<file path="config.mk">
export PLATFORM = sky130hd
export DESIGN_NAME = audio_band_envelope_follower_core
export DESIGN_NICKNAME = d
export VERILOG_FILES = /design/src/sv/abef_pkg.sv /design/src/sv/abef_div.sv /design/src/sv/audio_band_envelope_follower_core.sv
export VERILOG_INCLUDE_DIRS = /design/src /design/src/sv
export SDC_FILE = /design/constraint.sdc
export NUM_CORES = 2
export LEC_CHECK = 0
export ABC_AREA = 1
export BUFFER_PORTS_ARGS = -buffer_cell sky130_fd_sc_hd__buf_2
export CORE_AREA = 10 10 402 248
export DETAILED_ROUTE_END_ITERATION = 6
export DIE_AREA = 0 0 412 258
export GPL_TIMING_DRIVEN = 0
export PLACE_DENSITY = 0.74
export SKIP_LAST_GASP = 1
export SLEW_MARGIN = 20
export SYNTH_ARGS = -nofsm -noshare
export SYNTH_HDL_FRONTEND = slang
export SYNTH_SLANG_ARGS = --single-unit
</file>
<file path="constraint.sdc">
create_clock -name clk -period 18.25 [get_ports clk]
set_input_delay 4.5625 -clock clk [delete_from_list [all_inputs] [get_ports clk]]
set_output_delay 4.5625 -clock clk [all_outputs]
set_load 0.02 [all_outputs]
</file>
<file path="src/sv/audio_band_envelope_follower_core_macros.svh">
// assertion macros for the envelope follower block
`ifndef AUDIO_BAND_ENVELOPE_FOLLOWER_CORE_MACROS_SVH
`define AUDIO_BAND_ENVELOPE_FOLLOWER_CORE_MACROS_SVH

// implication checked on every clock edge outside reset
`define ABEF_ASSERT_IMP(label, clk, rst_n, cond, prop) \
    label: assert property (@(posedge clk) disable iff (!rst_n) (cond) |-> (prop)) \
        else $error("assertion failed");

// implication checked in the cycle after the condition
`define ABEF_ASSERT_NEXT(label, clk, rst_n, cond, prop) \
    label: assert property (@(posedge clk) disable iff (!rst_n) (cond) |=> (prop)) \
        else $error("assertion failed");

`endif

</file>
<file path="src/sv/abef_pkg.sv">
// package: payload types, constants and reset values for the envelope follower
`default_nettype none
package abef_pkg;

    localparam int ZONE_COUNT_DEFAULT = 4;

    localparam logic [15:0] BASS_ALPHA_RST     = 16'd10059;
    localparam logic [15:0] TREBLE_ALPHA_RST   = 16'd12321;
    localparam logic [15:0] ATTACK_ALPHA_RST   = 16'd8769;
    localparam logic [15:0] DECAY_ALPHA_RST    = 16'd1083;
    localparam logic [15:0] IMPACT_KEEP_RST    = 16'd62574;
    localparam logic [15:0] FOLLOWER_FLOOR_RST = 16'd2621;

    localparam logic [15:0] PEAK_RESET    = 16'd9830;
    localparam logic [15:0] SNARE_FLOOR   = 16'd52429;
    localparam logic [13:0] SPACING_BASE  = 14'd10486;
    localparam logic [11:0] SPACING_SLOPE = 12'd3932;
    localparam logic [13:0] SPACING_MIN   = 14'd5243;
    localparam logic [13:0] SPACING_MAX   = 14'd13107;
    localparam logic [14:0] SHARP_BASE    = 15'd8192;
    localparam logic [14:0] SHARP_MIN     = 15'd7373;
    localparam logic [14:0] SHARP_MAX     = 15'd16384;
    localparam logic [5:0]  FADE_MIN      = 6'd15;
    localparam logic [5:0]  FADE_MAX      = 6'd60;

    // register indexes
    localparam logic [2:0] REG_BASS_ALPHA     = 3'd0;
    localparam logic [2:0] REG_TREBLE_ALPHA   = 3'd1;
    localparam logic [2:0] REG_ATTACK_ALPHA   = 3'd2;
    localparam logic [2:0] REG_DECAY_ALPHA    = 3'd3;
    localparam logic [2:0] REG_IMPACT_KEEP    = 3'd4;
    localparam logic [2:0] REG_FOLLOWER_FLOOR = 3'd5;

    typedef struct packed {
        logic [2:0]  zone;
        logic        audio_valid;
        logic [15:0] raw_bass;
        logic [15:0] raw_treble;
        logic [15:0] beat_strength;
        logic        snare_hit;
    } in_item_t;

    typedef struct packed {
        logic [15:0] norm_bass;
        logic [15:0] norm_treble;
        logic [15:0] impact_out;
        logic [13:0] cell_spacing;
        logic [14:0] sharpness;
        logic [5:0]  fade_amount;
    } out_item_t;

    // handshake between sequencer and divider
    typedef struct packed {
        logic        start;
        logic [15:0] num;
        logic [15:0] den;
    } div_req_t;

    typedef struct packed {
        logic        done;
        logic [15:0] quot;
    } div_rsp_t;

endpackage
`default_nettype wire

</file>
<file path="src/sv/abef_div.sv">
// restoring divider: (num << 16) / den saturated to 16 bits, one quotient bit per cycle
`default_nettype none
`include "audio_band_envelope_follower_core_macros.svh"
module abef_div
(
    input  wire logic              clk,
    input  wire logic              rst_n,
    input  wire abef_pkg::div_req_t req,
    output abef_pkg::div_rsp_t     rsp
);

    logic [3:0]  cnt_reg, cnt_next;
    logic        busy_reg, busy_next;
    logic        done_reg, done_next;
    logic        sat_reg, sat_next;
    logic [15:0] rem_reg, rem_next;
    logic [15:0] den_reg, den_next;
    logic [15:0] quot_reg, quot_next;
    logic [16:0] shifted;
    logic [16:0] trial;

    // control registers
    always_ff @(posedge clk or negedge rst_n)
    begin
        if (!rst_n)
        begin
            cnt_reg  <= '0;
            busy_reg <= 1'b0;
            done_reg <= 1'b0;
        end
        else
        begin
            cnt_reg  <= cnt_next;
            busy_reg <= busy_next;
            done_reg <= done_next;
        end
    end

    // datapath registers
    always_ff @(posedge clk)
    begin
        sat_reg  <= sat_next;
        rem_reg  <= rem_next;
        den_reg  <= den_next;
        quot_reg <= quot_next;
    end

    // num >= den saturates (a zero numerator gives zero), else 16 steps with rem < den
    always_comb
    begin
        shifted   = {rem_reg, 1'b0};
        trial     = shifted - {1'b0, den_reg};
        cnt_next  = cnt_reg;
        busy_next = busy_reg;
        done_next = 1'b0;
        sat_next  = sat_reg;
        rem_next  = rem_reg;
        den_next  = den_reg;
        quot_next = quot_reg;
        if (req.start)
        begin
            busy_next = 1'b1;
            cnt_next  = 4'd0;
            rem_next  = req.num;
            den_next  = req.den;
            sat_next  = (req.num >= req.den);
            quot_next = (req.num == 16'd0) ? 16'd0 : 16'hFFFF;
        end
        else if (busy_reg)
        begin
            if (!sat_reg)
            begin
                if (shifted >= {1'b0, den_reg})
                begin
                    rem_next  = trial[15:0];
                    quot_next = {quot_reg[14:0], 1'b1};
                end
                else
                begin
                    rem_next  = shifted[15:0];
                    quot_next = {quot_reg[14:0], 1'b0};
                end
            end
            cnt_next = cnt_reg + 4'd1;
            if (cnt_reg == 4'd15)
            begin
                busy_next = 1'b0;
                done_next = 1'b1;
            end
        end
    end

    // response
    always_comb
    begin
        rsp.done = done_reg;
        rsp.quot = quot_reg;
    end

    `ABEF_ASSERT_NEXT(a_div_done_after_busy, clk, rst_n, done_reg, !busy_reg)
    `ABEF_ASSERT_IMP(a_div_no_start_busy, clk, rst_n, busy_reg, !req.start)
    `ABEF_ASSERT_IMP(a_div_cnt_idle, clk, rst_n, !busy_reg && !req.start, cnt_next == cnt_reg)

endmodule
`default_nettype wire

</file>
<file path="src/sv/audio_band_envelope_follower_core.sv">
// top level: zone state, register port, sequencer with shared multiplier and divider
// Each item runs through the sequencer in order: five approach updates
// (bass and treble level, both peaks, impact) share one 16x16 multiplier with a registered
// product, then two normalizing divisions share a restoring divider
// (start, 16 quotient bits, done), then S_FIN forms the result and stores the zone,
// and S_IDLE takes the next item. The finished result is registered from S_FIN and
// waits in an output register, so input stall is high only while an item is in work;
// a finished item holds in S_FIN only while the previous result is still stalled.
// Zone state lives in per-zone registers, reset on rst_n.
// Registers: 0 bass_alpha, 1 treble_alpha, 2 attack_alpha, 3 decay_alpha,
// 4 impact_keep, 5 follower_floor, each 16 bits at byte address 4*i.
`default_nettype none
`include "audio_band_envelope_follower_core_macros.svh"
module audio_band_envelope_follower_core
#(
    parameter int ZONE_COUNT = abef_pkg::ZONE_COUNT_DEFAULT
)
(
    input  wire logic                clk,
    input  wire logic                rst_n,
    input  wire logic                in_valid,
    output logic                     in_stall,
    input  wire abef_pkg::in_item_t  in_item,
    output logic                     out_valid,
    input  wire logic                out_stall,
    output abef_pkg::out_item_t      out_item,
    input  wire logic                psel,
    input  wire logic                penable,
    input  wire logic                pwrite,
    input  wire logic [4:0]          paddr,
    input  wire logic [31:0]         pwdata,
    output logic [31:0]              prdata,
    output logic                     pready
);

    localparam int ZW = (ZONE_COUNT > 1) ? $clog2(ZONE_COUNT) : 1;

    typedef enum logic [8:0] {
        S_IDLE  = 9'b000000001,
        S_BL    = 9'b000000010,
        S_TL    = 9'b000000100,
        S_BP    = 9'b000001000,
        S_TP    = 9'b000010000,
        S_IMP   = 9'b000100000,
        S_DIVB  = 9'b001000000,
        S_DIVT  = 9'b010000000,
        S_FIN   = 9'b100000000
    } state_t;

    state_t state_reg, state_next;

    logic [15:0] bass_alpha_reg, treble_alpha_reg, attack_alpha_reg;
    logic [15:0] decay_alpha_reg, impact_keep_reg, follower_floor_reg;

    logic [15:0] bl_reg [ZONE_COUNT];
    logic [15:0] tl_reg [ZONE_COUNT];
    logic [15:0] bp_reg [ZONE_COUNT];
    logic [15:0] tp_reg [ZONE_COUNT];
    logic [15:0] im_reg [ZONE_COUNT];

    abef_pkg::in_item_t item_reg;
    logic [ZW-1:0] zsel_reg;
    logic [15:0]   bl_new_reg, tl_new_reg, bp_new_reg, tp_new_reg, im_new_reg;
    logic [15:0]   nb_reg, nt_reg;
    logic          half_reg;
    logic [31:0]   prod_reg;
    abef_pkg::out_item_t res_reg;
    logic          out_valid_reg;

    logic [2:0] reg_idx;
    logic       wr_en;
    logic       accept;
    logic       fin_go;

    // register port
    assign pready  = 1'b1;
    assign reg_idx = paddr[4:2];
    assign wr_en   = psel && penable && pwrite;

    always_ff @(posedge clk or negedge rst_n)
    begin
        if (!rst_n)
        begin
            bass_alpha_reg     <= abef_pkg::BASS_ALPHA_RST;
            treble_alpha_reg   <= abef_pkg::TREBLE_ALPHA_RST;
            attack_alpha_reg   <= abef_pkg::ATTACK_ALPHA_RST;
            decay_alpha_reg    <= abef_pkg::DECAY_ALPHA_RST;
            impact_keep_reg    <= abef_pkg::IMPACT_KEEP_RST;
            follower_floor_reg <= abef_pkg::FOLLOWER_FLOOR_RST;
        end
        else if (wr_en)
        begin
            case (reg_idx)
                abef_pkg::REG_BASS_ALPHA:     bass_alpha_reg     <= pwdata[15:0];
                abef_pkg::REG_TREBLE_ALPHA:   treble_alpha_reg   <= pwdata[15:0];
                abef_pkg::REG_ATTACK_ALPHA:   attack_alpha_reg   <= pwdata[15:0];
                abef_pkg::REG_DECAY_ALPHA:    decay_alpha_reg    <= pwdata[15:0];
                abef_pkg::REG_IMPACT_KEEP:    impact_keep_reg    <= pwdata[15:0];
                abef_pkg::REG_FOLLOWER_FLOOR: follower_floor_reg <= pwdata[15:0];
                default: ;
            endcase
        end
    end

    // register read back
    always_comb
    begin
        case (reg_idx)
            abef_pkg::REG_BASS_ALPHA:     prdata = {16'd0, bass_alpha_reg};
            abef_pkg::REG_TREBLE_ALPHA:   prdata = {16'd0, treble_alpha_reg};
            abef_pkg::REG_ATTACK_ALPHA:   prdata = {16'd0, attack_alpha_reg};
            abef_pkg::REG_DECAY_ALPHA:    prdata = {16'd0, decay_alpha_reg};
            abef_pkg::REG_IMPACT_KEEP:    prdata = {16'd0, impact_keep_reg};
            abef_pkg::REG_FOLLOWER_FLOOR: prdata = {16'd0, follower_floor_reg};
            default:                      prdata = 32'd0;
        endcase
    end

    assign in_stall  = (state_reg != S_IDLE);
    assign accept    = in_valid && !in_stall;
    assign out_valid = out_valid_reg;
    assign out_item  = res_reg;
    // finished item moves to the output register once it is free
    assign fin_go    = (state_reg == S_FIN) && (!out_valid_reg || !out_stall);

    // shared multiplier operand selection and approach step
    logic [15:0] cur_x, cur_t, cur_a, diff, step_res;
    logic        up;
    logic [15:0] beat_in, imp_max;
    logic [15:0] cur_bl, cur_tl, cur_bp, cur_tp, cur_im;

    assign cur_bl = bl_reg[zsel_reg];
    assign cur_tl = tl_reg[zsel_reg];
    assign cur_bp = bp_reg[zsel_reg];
    assign cur_tp = tp_reg[zsel_reg];
    assign cur_im = im_reg[zsel_reg];

    always_comb
    begin
        beat_in = item_reg.audio_valid ? item_reg.beat_strength : 16'd0;
        imp_max = (beat_in > cur_im) ? beat_in : cur_im;
        if (item_reg.audio_valid && item_reg.snare_hit && imp_max < abef_pkg::SNARE_FLOOR)
            imp_max = abef_pkg::SNARE_FLOOR;
        cur_x = 16'd0;
        cur_t = 16'd0;
        cur_a = 16'd0;
        case (state_reg)
            S_BL:
            begin
                cur_x = cur_bl;
                cur_t = item_reg.audio_valid ? item_reg.raw_bass : 16'd0;
                cur_a = bass_alpha_reg;
            end
            S_TL:
            begin
                cur_x = cur_tl;
                cur_t = item_reg.audio_valid ? item_reg.raw_treble : 16'd0;
                cur_a = treble_alpha_reg;
            end
            S_BP:
            begin
                cur_x = cur_bp;
                cur_t = bl_new_reg;
                cur_a = (bl_new_reg > cur_bp) ? attack_alpha_reg : decay_alpha_reg;
            end
            S_TP:
            begin
                cur_x = cur_tp;
                cur_t = tl_new_reg;
                cur_a = (tl_new_reg > cur_tp) ? attack_alpha_reg : decay_alpha_reg;
            end
            S_IMP:
            begin
                cur_x = imp_max;
                cur_t = 16'd0;
                cur_a = impact_keep_reg;
            end
            default: ;
        endcase
        up   = (cur_t >= cur_x);
        diff = up ? (cur_t - cur_x) : (cur_x - cur_t);
        if (state_reg == S_IMP)
            step_res = prod_reg[31:16];
        else if (up)
            step_res = cur_x + prod_reg[31:16];
        else
            step_res = cur_x - prod_reg[31:16];
    end

    // divider
    abef_pkg::div_req_t dreq;
    abef_pkg::div_rsp_t drsp;
    logic div_pend_reg;

    abef_div u_div
    (
        .clk   (clk),
        .rst_n (rst_n),
        .req   (dreq),
        .rsp   (drsp)
    );

    always_comb
    begin
        dreq.start = 1'b0;
        dreq.num   = bl_new_reg;
        dreq.den   = bp_new_reg;
        if (state_reg == S_DIVB && !div_pend_reg)
            dreq.start = 1'b1;
        if (state_reg == S_DIVT)
        begin
            dreq.num   = tl_new_reg;
            dreq.den   = tp_new_reg;
            dreq.start = !div_pend_reg;
        end
    end

    // derived outputs
    logic [27:0] sp_prod;
    logic [14:0] sp_dec;
    logic [14:0] sp_val;
    logic [18:0] sh_sum;
    logic [16:0] sh_val;
    logic [16:0] inv_nb;
    logic [22:0] fd_prod;
    logic [6:0]  fd_val;
    abef_pkg::out_item_t res_c;

    always_comb
    begin
        sp_prod = {12'd0, nb_reg} * {16'd0, abef_pkg::SPACING_SLOPE};
        sp_dec  = {3'd0, sp_prod[27:16]};
        sp_val  = {1'b0, abef_pkg::SPACING_BASE} - sp_dec;
        sh_sum  = {3'd0, nt_reg} + {2'd0, nt_reg, 1'b0} + {3'd0, im_new_reg};
        sh_val  = {2'd0, abef_pkg::SHARP_BASE} + {3'd0, sh_sum[18:5]};
        inv_nb  = 17'h10000 - {1'b0, nb_reg};
        fd_prod = {6'd0, inv_nb} * 23'd40;
        fd_val  = 7'd20 + {1'b0, fd_prod[21:16]};
        res_c.norm_bass   = nb_reg;
        res_c.norm_treble = nt_reg;
        res_c.impact_out  = im_new_reg;
        if (sp_val < {1'b0, abef_pkg::SPACING_MIN})
            res_c.cell_spacing = abef_pkg::SPACING_MIN;
        else if (sp_val > {1'b0, abef_pkg::SPACING_MAX})
            res_c.cell_spacing = abef_pkg::SPACING_MAX;
        else
            res_c.cell_spacing = sp_val[13:0];
        if (sh_val < {2'd0, abef_pkg::SHARP_MIN})
            res_c.sharpness = abef_pkg::SHARP_MIN;
        else if (sh_val > {2'd0, abef_pkg::SHARP_MAX})
            res_c.sharpness = abef_pkg::SHARP_MAX;
        else
            res_c.sharpness = sh_val[14:0];
        if (fd_val < {1'b0, abef_pkg::FADE_MIN})
            res_c.fade_amount = abef_pkg::FADE_MIN;
        else if (fd_val > {1'b0, abef_pkg::FADE_MAX})
            res_c.fade_amount = abef_pkg::FADE_MAX;
        else
            res_c.fade_amount = fd_val[5:0];
    end

    // sequencer
    always_comb
    begin
        state_next = state_reg;
        case (state_reg)
            S_IDLE: if (accept) state_next = S_BL;
            S_BL:   if (half_reg) state_next = S_TL;
            S_TL:   if (half_reg) state_next = S_BP;
            S_BP:   if (half_reg) state_next = S_TP;
            S_TP:   if (half_reg) state_next = S_IMP;
            S_IMP:  if (half_reg) state_next = S_DIVB;
            S_DIVB: if (drsp.done) state_next = S_DIVT;
            S_DIVT: if (drsp.done) state_next = S_FIN;
            S_FIN:  if (fin_go) state_next = S_IDLE;
            default: state_next = S_IDLE;
        endcase
    end

    always_ff @(posedge clk or negedge rst_n)
    begin
        if (!rst_n)
        begin
            state_reg     <= S_IDLE;
            half_reg      <= 1'b0;
            div_pend_reg  <= 1'b0;
            out_valid_reg <= 1'b0;
            for (int i = 0; i < ZONE_COUNT; i++)
            begin
                bl_reg[i] <= 16'd0;
                tl_reg[i] <= 16'd0;
                bp_reg[i] <= abef_pkg::PEAK_RESET;
                tp_reg[i] <= abef_pkg::PEAK_RESET;
                im_reg[i] <= 16'd0;
            end
        end
        else
        begin
            state_reg <= state_next;
            if (state_reg == S_BL || state_reg == S_TL || state_reg == S_BP
                || state_reg == S_TP || state_reg == S_IMP)
                half_reg <= !half_reg;
            if (dreq.start)
                div_pend_reg <= 1'b1;
            else if (drsp.done)
                div_pend_reg <= 1'b0;
            // output register: loaded by a finished item, cleared when taken
            if (fin_go)
                out_valid_reg <= 1'b1;
            else if (!out_stall)
                out_valid_reg <= 1'b0;
            // zone state written back once the item is complete
            if (fin_go)
            begin
                bl_reg[zsel_reg] <= bl_new_reg;
                tl_reg[zsel_reg] <= tl_new_reg;
                bp_reg[zsel_reg] <= bp_new_reg;
                tp_reg[zsel_reg] <= tp_new_reg;
                im_reg[zsel_reg] <= im_new_reg;
            end
        end
    end

    // datapath registers
    always_ff @(posedge clk)
    begin
        if (accept)
        begin
            item_reg <= in_item;
            if ({29'd0, in_item.zone} < ZONE_COUNT)
                zsel_reg <= in_item.zone[ZW-1:0];
            else
                zsel_reg <= '0;
        end
        prod_reg <= {16'd0, diff} * {16'd0, cur_a};
        if (half_reg)
        begin
            case (state_reg)
                S_BL:  bl_new_reg <= step_res;
                S_TL:  tl_new_reg <= step_res;
                S_BP:  bp_new_reg <= (step_res < follower_floor_reg) ?
                                     follower_floor_reg : step_res;
                S_TP:  tp_new_reg <= (step_res < follower_floor_reg) ?
                                     follower_floor_reg : step_res;
                S_IMP: im_new_reg <= step_res;
                default: ;
            endcase
        end
        if (state_reg == S_DIVB && drsp.done)
            nb_reg <= drsp.quot;
        if (state_reg == S_DIVT && drsp.done)
            nt_reg <= drsp.quot;
        if (fin_go)
            res_reg <= res_c;
    end

    `ABEF_ASSERT_NEXT(a_out_held, clk, rst_n, out_valid && out_stall, out_valid && $stable(out_item))
    `ABEF_ASSERT_IMP(a_idle_ready, clk, rst_n, state_reg == S_IDLE, !in_stall)
    `ABEF_ASSERT_NEXT(a_accept_starts, clk, rst_n, accept, state_reg == S_BL)
    `ABEF_ASSERT_IMP(a_floor_held, clk, rst_n, state_reg == S_DIVB, bp_new_reg >= follower_floor_reg)

endmodule
`default_nettype wire
</file>
Yosys cells after proc, flatten, opt, wreduce, memory -nomap -nowiden --
Index checks and enable logic that the tools add are counted.
Operators by class: reductions and logical operators 40, bitwise logic cells 1, multiplexer cells 73, multiply operators 3, order comparisons 17, $add $sub $neg 12, equal/unequal tests 27
Operators with widths (count):
- 16-bit 2-to-1 mux | 30
- 64-bit bitwise mux | 5
- 16-bit binary-select mux with 2-bit select | 5
- 16-bit case mux with 5 select lines | 2
- 16-bit case mux with 6 select lines | 1
- 9-bit 2-to-1 mux | 9
- 9-bit case mux with 9 select lines | 1
- 16-bit case mux with 4 select lines | 1
- 16-bit subtractor | 4
- 16-bit > comparator | 3
- 33-bit 2-to-1 mux | 1
- 16-bit demux with 2-bit select | 1
- 16-bit >= comparator | 2
- 16-bit by 16-bit multiplier with 32-bit output | 1
- 15-bit by 13-bit < comparator with 1-bit output (second input constant) | 2
- 16-bit by 10-bit multiplier with 26-bit output (second input constant) | 1
- 2-bit AND reduction | 12
- 18-bit by 16-bit adder with 19-bit output | 1
- 17-bit by 3-bit multiplier with 19-bit output (second input constant) | 1
- 16-bit by 17-bit adder with 18-bit output | 1
- 17-bit by 16-bit >= comparator with 1-bit output | 1
- 17-bit by 16-bit subtractor with 17-bit output (first input constant) | 1
- 16-bit adder | 1
- 16-bit logical NOT | 1
- other kinds (42) | 85
Storage, ports and cells: register bits 762, input port bits 97, output and inout bits 118, word-level logic and storage cells 233

Logic depth before layout (Yosys ltp) --
depth in word-level cells 15, gate-level depth with buffers 70, gate-level depth less buffers 67

By module --
From an unflattened synthesis, not the netlist that was laid out.
Unflattened totals: cells, all modules 5870, area, all modules 51326.7 um2
Modules (own cells, without submodules):
- audio_band_envelope_follower_core | area an instance 47375.4 um2, sequential area each 18507.8 um2, times used 1, cells an instance 5364
- abef_div | area an instance 3951.3 um2, sequential area each 1621.6 um2, times used 1, cells an instance 506

Worst setup path before layout --
Ideal clock, no wire load.
kind input-to-output, start in paddr[4], end out prdata[10], data required time 13.687 ns, cell stages on the path 5, path buffers 2, data arrival time 5.902 ns, setup slack 7.786 ns, cell sequence clkbuf_1 nor3_1 clkbuf_1 a22oi_1 o211ai_1
Between the ends: cells in the longest elaborated chain, start to end 2, elaborated cells between the ends (all ways) 7, those cells by class eq/ne: 5; mux: 1; reduce/logical: 1
RTL lines:
- start, declared | RTL line audio_band_envelope_follower_core.sv:30 | input wire logic [4:0] paddr,
- 3-bit equality test (tied with other cells) | RTL line audio_band_envelope_follower_core.sv:108 | case (reg_idx)
- 16-bit case mux with 6 select lines * | RTL line audio_band_envelope_follower_core.sv:108
- end, declared | RTL line audio_band_envelope_follower_core.sv:32 | output logic [31:0] prdata,
Every way passes the cells marked *; elsewhere a longest branch is shown, timed or not.

Worst setup path after layout --
start reg zsel_reg[0], end reg prod_reg[29]
Between the ends: cells in the longest elaborated chain, start to end 13, elaborated cells between the ends (all ways) 32, those cells by class add/sub: 2; mul: 1; order compare: 5; mux: 22; bitwise: 1; reduce/logical: 1
RTL lines:
- start, declared | RTL line audio_band_envelope_follower_core.sv:62 | logic [ZW-1:0] zsel_reg;
- start signal, assigned | RTL line audio_band_envelope_follower_core.sv:331 | zsel_reg <= in_item.zone[ZW-1:0];
- 2-bit inverter with 3-bit output (not written as such) *
- 16-bit binary-select mux with 2-bit select | RTL line audio_band_envelope_follower_core.sv:136 | assign cur_im = im_reg[zsel_reg];
- 16-bit 2-to-1 mux (not written as such) (2 in a row) | RTL line audio_band_envelope_follower_core.sv:136
- 16-bit > comparator | RTL line audio_band_envelope_follower_core.sv:141 | imp_max = (beat_in > cur_im) ? beat_in : cur_im;
- 16-bit 2-to-1 mux | RTL line audio_band_envelope_follower_core.sv:141
- 16-bit < comparator | RTL line audio_band_envelope_follower_core.sv:142 | if (item_reg.audio_valid && item_reg.snare_hit && imp_max < abef_pkg::SNARE_FLOOR)
- 1-bit logical AND | RTL line audio_band_envelope_follower_core.sv:142
- 16-bit 2-to-1 mux | RTL line audio_band_envelope_follower_core.sv:142
- 16-bit case mux with 5 select lines | RTL line audio_band_envelope_follower_core.sv:147 | case (state_reg)
- 16-bit subtractor or 16-bit >= comparator (tied branches) | RTL line audio_band_envelope_follower_core.sv:181, audio_band_envelope_follower_core.sv:180
- 16-bit 2-to-1 mux | RTL line audio_band_envelope_follower_core.sv:181 | diff = up ? (cur_t - cur_x) : (cur_x - cur_t);
- 16-bit by 16-bit multiplier with 32-bit output * | RTL line audio_band_envelope_follower_core.sv:335 | prod_reg <= {16'd0, diff} * {16'd0, cur_a};
- end signal, assigned | RTL line audio_band_envelope_follower_core.sv:335
- end, declared | RTL line audio_band_envelope_follower_core.sv:66 | logic [31:0] prod_reg;
Every way passes the cells marked *; elsewhere a longest branch is shown, timed or not. The select of a mux whose other input is x is not followed. A chain may end at the register's enable or synchronous reset.

==> out/qor.yml <==
syn_area_um2: 50320
ys_warn_count: 0
worstSetupPathType: "reg2reg"
multi_input_area_um2: 26010
synth_xor_area_share_pct: 2.029
yosys.cell_types.count: 70
yosys.area.top_type: "edfxtp_1"
htreeDepth: 3
register_area_um2: 20130
nFillCells: 7869
period_minus_slack_ns: 13.23
slowest_delay_ns: 0.61
hold_depth: 0
cts_root_buf: "clkbuf_16"
grt_pass1_wl_mm: 260.0
ys.flop_type: "dfrtp_1"
synth_top_family_by_area: "adder cells"
grt_antenna_before_repair: 11
cp_max_fo: 10
grt_pass1_vias: 41060
dr.pass1.iters: 7
cts_hold_buf: 0
maxSlewHeadroom_pct: 13.13
status: "complete, but fails checks"
fin_hold_ws_ns: 0.4818
violations: "DRC"
required_ns: 18.81
synthTopCellsByCount: "nand2_1, inv_1, o21ai_0"
ys_async_sr_fraction_pct: 58.33
fp-row-count: 87
fin_worst_skew_ns: 0.03919
drtAntennaViolNets: 0
synthDominantCellAreaShare_pct: 17.54
dp.cells: 7111
clock-sinks: 744
insertion_delay_ns: 0.70
p_int_mw: 3.580
fin_crit_sh_pct: 72.49
fin_util_pct: 60.16
cts_tree: "done"
ir_drop_mv: 0.1222
clockBufferDepth: 3
clk_pin_slew_ns: 0.07
die_w_um: 412
post_drt_via_cell_ratio: 5.970
muxShareOfSynthArea_pct: 0.03978
switchingPower_mw: 2.947
yosysMostFrequentCell: "nand2_1"
seq_area_frac_synth_pct: 40.00
area_delta_synth_final_pct: 10.74
hold_path_class: "reg2reg"
synth_compound_area_share_pct: 13.09
numCtsBuffers: 74
die-area_um2: 106300
fin_tns_setup_ns: 0
synth_fa_ha_area_share_pct: 21.32
cts_setup_buffers: 0
max_clock_freq_mhz: 75.58
synthSimpleGateAreaFrac_pct: 14.88
fin_cells: 7257
drv_cap: 0
setup_violations: 0
io_buffer_count: 176
num_vias: 43330
drc: 2
rsz0062_at_grt: "false"
drive_above_1_share_pct: 9.647
total_leakage_power_nw: 27.14
pre_cts_ws_ns: 5.646
worst_pin_slew_ns: 1.303
power_switching_share_pct: 45.14
drt_first_iter_violations: 5982
die_y_um: 258
final.setup.worst_slack_ns: 5.020
grt.total_usage_pct: 32.21
worst_setup_path_start_kind: "flip-flop"
worst_path_max_delay_cell: "fa_1"
synth_cells: 5654
drv_slew: 0
largest_reg_flops: 81
coreArea_um2: 92640
wl_per_cell_um: 24.04
cts_resized: 0
routed_wl_mm: 174.5
p_comb_share_pct: 45.3
synth_edf_count: 294
hold_viol: 0
finalNetCount: 6722
cp-end-kind: "flip-flop"
dp_hpwl_mm: 134.4
place.gp.congestion: 1.035
synth.avg_cell_area_um2: 8.901
grt-ovfl-total: 0
grt_max_degree: 102
pwr-share-seq_pct: 30.3
clockPowerShare_pct: 24.3
p_per_area_nw_per_um2: 117.1
synth_seq_cells: 744
reg2reg_depth: 52
pin_count: 215
worstPathArrival_ns: 13.79
start_util_pct: 54.33
synth_area_leaders: "edfxtp_1, dfrtp_1, fa_1"
cell families after synthesis:
family          after synthesis
mux                           2
compound gates             1140
flops                       744
fa+ha+maj                   684
buf+inv                    1103
simple gates               1865
other cells                   2
xor+xnor                    114
path summary, 6_finish.rpt:
kind	startpoint	slack, ns	end
worst max-delay path	zsel_reg[0]	5.02	prod_reg[29]
worst min-delay path	u_div.quot_reg[6]	0.48	nt_reg[6]
worst max register to register	zsel_reg[0]	5.02	prod_reg[29]
worst min register to register	u_div.quot_reg[6]	0.48	nt_reg[6]
max in group asynchronous	rst_n	12.99	follower_floor_reg[11]
min in group asynchronous	rst_n	3.80	im_reg[24]
cell type report:
cell class              instances  share of cell area (%)
multi-input cells            3824                   46.68
flip-flops and latches        744                   36.12
inverters                     879                   5.925
clock buffers                  95                   3.720
well taps                    1246                   2.797
repair buffers                194                   2.142
plain buffers                 224                   1.879
clock inverters                42                  0.6982
diodes                          9                 0.04041
per-stage QoR:
stage | instance area, µm² | total power [mW]
final | 55730 | 6.527
after global routing | 55710 | 6.832
after floorplan | 50390 | 3.684
after detailed placement | 53240 | 4.808
after CTS | 55700 | 6.401
after global placement | 52830 | 4.737
critical path: cells and delay by family, from the launching register on:
kind,cells,cell delay (ns)
compound gates,10,2.79
xor+xnor,1,0.58
fa+ha+maj,10,4.22
buf+inv,13,1.83
flops,1,0.49
mux,1,0.43
simple gates,17,2.68
per-layer routing:
layer	track usage, %	part of all wire [%]	vias up
met5	0	0.13	-
met4	10.55	3.5	18
met3	14.75	16	390
met2	42.02	39	2844
met1	46.58	42	21030
li1	-	-	19040
cells in the final DEF (no fill, tap or decap), types with 11 or more instances in the layout:
cell,count
o21bai_1,11
edfxtp_1,294
a221oi_1,44
inv_2,15
a22oi_1,32
nand4_1,47
dfstp_2,96
clkbuf_1,136
o21ai_1,44
a211oi_1,13
nor2_1,218
dfrtp_1,338
conb_1,19
ha_1,395
o21a_1,12
buf_4,34
nand2_1,1394
xnor2_1,40
clkbuf_16,76
nand3_1,120
buf_1,15
nor3_1,32
inv_1,861
nor2_2,15
a22o_1,53
a21o_1,12
buf_2,221
o21ai_0,541
xor2_1,70
dfxtp_1,16
o22ai_1,52
a21oi_1,242
fa_1,289
a31oi_1,17
o211ai_1,11
power groups by stage:
stage	Combinational, mW	Sequential (mW)	Clock (mW)
6_report	2.96	1.98	1.59
5_1_grt	3.18	1.99	1.66
4_1_cts	2.83	1.98	1.60
3_5_place_dp	2.80	2.01	0
3_3_place_gp	2.72	2.01	0
2_1_floorplan	1.71	1.98	0
No activity file was read; power rests on OpenSTA's default activity.
